## src/hw/rtl/sv39ptm_pkg.sv

```systemverilog
package sv39ptm_pkg;

  localparam int TABLE_PAGES_DEF   = 16;
  localparam int ENTRIES_PER_TABLE = 512;

  localparam int VPN_W  = 27;
  localparam int PPN_W  = 44;
  localparam int CNT_W  = 16;
  localparam int PERM_W = 4;
  localparam int TIU_W  = 5;

  localparam logic [PERM_W-1:0] PTR_FLAGS = 4'b0001;

  typedef struct packed {
    logic load;
    logic clear;
    logic rd_root;
    logic chk_root;
    logic chk_mid;
    logic wr_leaf;
  } cmd_t;

  typedef struct packed {
    logic clear_last;
    logic req_empty;
    logic need_alloc;
    logic pool_full;
    logic last_page;
  } sts_t;

endpackage

```

## src/hw/rtl/sv39ptm_ctrl.sv

```systemverilog
module sv39ptm_ctrl (
  input  logic               clk,
  input  logic               rst_n,
  input  logic               start,
  output logic               busy,
  output logic               out_valid,
  output sv39ptm_pkg::cmd_t  cmd,
  input  sv39ptm_pkg::sts_t  sts
);

  localparam logic [2:0] S_CLEAR = 3'd0;
  localparam logic [2:0] S_IDLE  = 3'd1;
  localparam logic [2:0] S_RD2   = 3'd2;
  localparam logic [2:0] S_CHK2  = 3'd3;
  localparam logic [2:0] S_CHK1  = 3'd4;
  localparam logic [2:0] S_LEAF  = 3'd5;
  localparam logic [2:0] S_DONE  = 3'd6;

  logic [2:0] state_r;
  logic [2:0] state_nxt;

  always_comb begin
    cmd       = '0;
    state_nxt = state_r;
    case (state_r)
      S_CLEAR: begin
        cmd.clear = 1'b1;
        if (sts.clear_last) begin
          state_nxt = S_IDLE;
        end
      end
      S_IDLE: begin
        if (start) begin
          cmd.load  = 1'b1;
          state_nxt = sts.req_empty ? S_DONE : S_RD2;
        end
      end
      S_RD2: begin
        cmd.rd_root = 1'b1;
        state_nxt   = S_CHK2;
      end
      S_CHK2: begin
        cmd.chk_root = 1'b1;
        state_nxt    = (sts.need_alloc && sts.pool_full) ? S_DONE : S_CHK1;
      end
      S_CHK1: begin
        cmd.chk_mid = 1'b1;
        state_nxt   = (sts.need_alloc && sts.pool_full) ? S_DONE : S_LEAF;
      end
      S_LEAF: begin
        cmd.wr_leaf = 1'b1;
        state_nxt   = sts.last_page ? S_DONE : S_RD2;
      end
      S_DONE: begin
        state_nxt = S_IDLE;
      end
      default: begin
        state_nxt = S_IDLE;
      end
    endcase
  end

  always_ff @(posedge clk) begin
    if (!rst_n) begin
      state_r <= S_CLEAR;
    end else begin
      state_r <= state_nxt;
    end
  end

  assign busy      = (state_r != S_IDLE);
  assign out_valid = (state_r == S_DONE);

  a_strobe_single: assert property (@(posedge clk) disable iff (!rst_n)
    out_valid |=> !out_valid)
    else $error("result strobe held past one cycle");

  a_accept_busy: assert property (@(posedge clk) disable iff (!rst_n)
    (start && !busy) |=> busy)
    else $error("accepted item did not raise busy");

endmodule

```

## config.mk

```make
export PLATFORM = sky130hd
export DESIGN_NAME = sv39ptm_ctrl
export DESIGN_NICKNAME = d
export VERILOG_FILES = /design/src/hw/rtl/sv39ptm_pkg.sv /design/src/hw/rtl/sv39ptm_ctrl.sv
export SDC_FILE = /design/constraint.sdc
export NUM_CORES = 1
export LEC_CHECK = 0
export BUFFER_PORTS_ARGS = -buffer_cell sky130_fd_sc_hd__buf_4
export CAP_MARGIN = 40
export CORE_AREA = 2 2 39 41
export DETAILED_ROUTE_END_ITERATION = 16
export DIE_AREA = 0 0 41 43
export GPL_TIMING_DRIVEN = 1
export SLEW_MARGIN = 10
export SYNTH_ARGS = -nofsm -noshare
export SYNTH_HDL_FRONTEND = slang
export SYNTH_SLANG_ARGS = --single-unit
```

## constraint.sdc

```tcl
create_clock -name clk -period 3.4 [get_ports clk]
set_clock_uncertainty 0.15 [all_clocks]
set_input_delay 0.51 -clock clk [delete_from_list [all_inputs] [get_ports clk]]
set_output_delay 0.51 -clock clk [all_outputs]
set_load 0.02 [all_outputs]
```

==> flow_metrics.tcl <==
set metrics [dict create \
    postPlaceCellArea_um2 362 \
    synth_cells 33 \
    reg_power_share_pct 31.3 \
    hold_start "rst_n" \
    path_max_fanout 16 \
    rsz0062_at_grt "false" \
    fp-row-count 14 \
    fin_total_pwr_w 0.000133 \
    power_per_cell_area_nw_per_um2 342 \
    design.final.nets 58 \
    initial_detailed_routing_violation_count 5 \
    slew_headroom_pct 69.2 \
    final_min_period_over_clock_period_pct 58.1 \
    arrival_ns 1.32 \
    min_to "state_r[0]" \
    max-vdd-ir-drop_mv 0.0895 \
    setup.worst_path.class "reg -> out" \
    vias_per_inst 4.58 \
    vias 298 \
    crit_end_element "output pin" \
    fmax_mhz 506 \
    share_of_synthesized_flip_flops_with_an_asynchronous_set_or_reset_pct 0 \
    floorplan.die_area_um2 1760 \
    timing.reg2reg.worst_path_depth 3 \
    post-synth-top-count-cell "and3_2" \
    pin_count 16 \
    worstReg2RegEnd "state_r[2]" \
    hold_buffers 0 \
    grt_util_all_layers_pct 8.12 \
    areaGrowthSynthToFinish_pct 55.0 \
    die_h_um 43 \
    io_buffers 15 \
    leakagePower_nw 0.185 \
    clkSinkCount 3 \
    clock_tree.buffer_depth 2 \
    postLayoutCellArea_um2 388 \
    worstPathCellList "nor2_1 > and3_2 > buf_4" \
    worstMarginPinSlew_ns 0.461 \
    gpl.final_weighted_congestion 0.693 \
    setup_total_negative_slack_ns 0 \
    mappedNetlistArea_um2 250 \
    share_clk_of_total_power_pct 47.0 \
    yosys-mux-area-fraction_pct 0 \
    synth_top_cell_area_share_pct 24.0 \
    synth_largest_area_cell "dfxtp_1" \
    cp_slowest_cell "dfxtp_1" \
    power.internal_w 0.0000966 \
    postLayoutSetupSlackWorst_ns 1.42 \
    cts.repair.resized 0 \
    synth_top_cells_by_count "and3_2 (4), dfxtp_1 (3), nand2_1 (3)" \
    synthesis.nets 41 \
    netSwitchingFraction_pct 27.2 \
    synthAdderAreaFrac_pct 0 \
    gate_family_responsible_for_the_most_delay_along_the_worst_path "flip-flops" \
    totalWireLength_um 616 \
    max_stage_delay_ns 0.60 \
    type_of_element_launching_the_critical_path "flip-flop" \
    ctsRootBufferMaster "clkbuf_4" \
    status "complete, no violations" \
    routed_len_inst_um 9.48 \
    tritoncts_clock_tree "yes" \
    cap_viol_max_count 0 \
    post_route_cells_drive_above_1_share_pct 51.0 \
    net-switching-power_w 0.0000360 \
    main_combinational_cell_family_by_area_after_synthesis "simple AND/OR/NAND/NOR gates" \
    synth_compound_area_share_pct 22.5 \
    n_antenna_cell 0 \
    firstDrtPassIters 4 \
    yosys.area_share.xor_xnor_pct 0 \
    syn-mean-instance-area_um2 7.58 \
    globalRoute.totalOverflow 0 \
    cts.clk_slew.worst_paths_ns 0.04 \
    cts_inserted_buffers 3 \
    largest_register "state_r" \
    starting_density_of_the_core_pct 18.1 \
    rrSetupSlack_ns 2.08 \
    post_synth_main_area_contributors "dfxtp_1 (24%), and3_2 (12%), nor3b_2 (5.0%), or3_1 (5.0%), buf_6 (4.5%)" \
    global_route_wire_length_before_repair_um 883 \
    hold_path_depth 3 \
    antenna_violating_nets_post_route 0 \
    critPathRequiredTime_ns 2.74 \
    ys_seq_area_share_pct 24.0 \
    cp.buffers_inverters 1 \
    timing_max_transition_violations_final 0 \
    die_x_um 41 \
    layout_top_registers "state_r x3" \
    synth_seq_cells 3 \
    yosys.area_share.simple_pct 41.0 \
    clk_latency_ns 0.23 \
    yosys_warnings 0 \
    synth-main-ff-cell "dfxtp_1" \
    htreeDepth 1 \
    hold_path_class "in -> reg" \
    synth.lib_cells_used.distinct 20 \
    setup_viol 0 \
    power_frac_comb_pct 21.7 \
    pre_cts_ws_ns 1.68 \
    worst_r2r_src "state_r[0]" \
    final_routed_drc_violation_total 0 \
    antenna_found_initial 0 \
    final_period_minus_worst_setup_slack_ns 1.98 \
    synth-edff-count 0 \
    grt_max_degree 17 \
    timing.final.hold_violations 0 \
    post_cts_buffers 0 \
    fp.coreArea_um2 1380 \
    first_global_vias 235 \
    number_of_flip_flops_in_the_largest_register 3 \
]
area by class of cell:
class | count | area, µm²
fillers | 152 | 996
multi-input cells | 25 | 159
repair buffers | 15 | 113
flip-flops and latches | 3 | 60.1
clock buffers | 4 | 26.3
well taps | 16 | 20.0
inverters | 2 | 10.0
cell families (layout without fill, tap and decap cells):
kind of cell / Yosys count / in the layout
flops: 3 / 3
buf+inv: 5 / 21
compound gates: 8 / 8
simple gates: 17 / 17
through the flow:
| stage | hold WS, ns | cells | util, % |
|---|---|---|---|
| 3_5_place_dp | 0.470 | 61 | 26.1 |
| 4_1_cts | 0.361 | 65 | 28.0 |
| 5_1_grt | 0.361 | 65 | 28.0 |
| 2_1_floorplan | 0.432 | 33 | - |
| 6_report | 0.370 | 65 | 28.0 |
| 3_3_place_gp | 0.474 | 61 | 26.1 |
how the worst max path moves through the flow:
| stage | startpoint | end | slack, ns | depth (start not counted) |
|---|---|---|---|---|
| global route | state_r[2] | cmd[5] | 1.33 | 3 |
| detailed placement | state_r[2] | cmd[5] | 1.68 | 3 |
| global placement | state_r[2] | cmd[5] | 1.70 | 3 |
| CTS | state_r[2] | cmd[5] | 1.43 | 3 |
| floorplan | state_r[2] | cmd[2] | 1.74 | 2 |
| finish | state_r[2] | cmd[5] | 1.42 | 3 |
power groups by stage:
stage / combinational, W / sequential [W] / clock [W]
finish: 0.0000288 / 0.0000415 / 0.0000623
CTS: 0.0000291 / 0.0000416 / 0.0000658
detailed placement: 0.0000291 / 0.0000421 / 0
floorplan: 0.0000208 / 0.0000382 / 0
global placement: 0.0000291 / 0.0000421 / 0
global route: 0.0000311 / 0.0000419 / 0.0000699
layer usage:
layer,vias to the layer above,global-route usage (%),share of wire (%)
li1,154,-,-
met2,11,10.3,46
met5,-,0,0
met3,2,4.19,9.4
met4,0,10.0,2.3
met1,131,7.99,41
worst reg2reg max path, cell delays in order, from the launching register on:
cell,delay [ns]
dfxtp_1,0.53
inv_4,0.07
or3_1,0.37
a21oi_1,0.13
cell usage in the layout (no fill, tap or decap), types with 2 or more instances in the layout:
| cell type | netlist | routed |
|---|---|---|
| nand2_1 | 3 | 3 |
| nor3_1 | 2 | 2 |
| nand3_1 | 2 | 2 |
| clkbuf_4 | 0 | 3 |
| a21oi_1 | 2 | 2 |
| or3_1 | 2 | 2 |
| and3_2 | 4 | 4 |
| nor2_1 | 2 | 2 |
| dfxtp_1 | 3 | 3 |
| buf_4 | 0 | 15 |
Note: power is estimated with default switching activity, not from simulation.
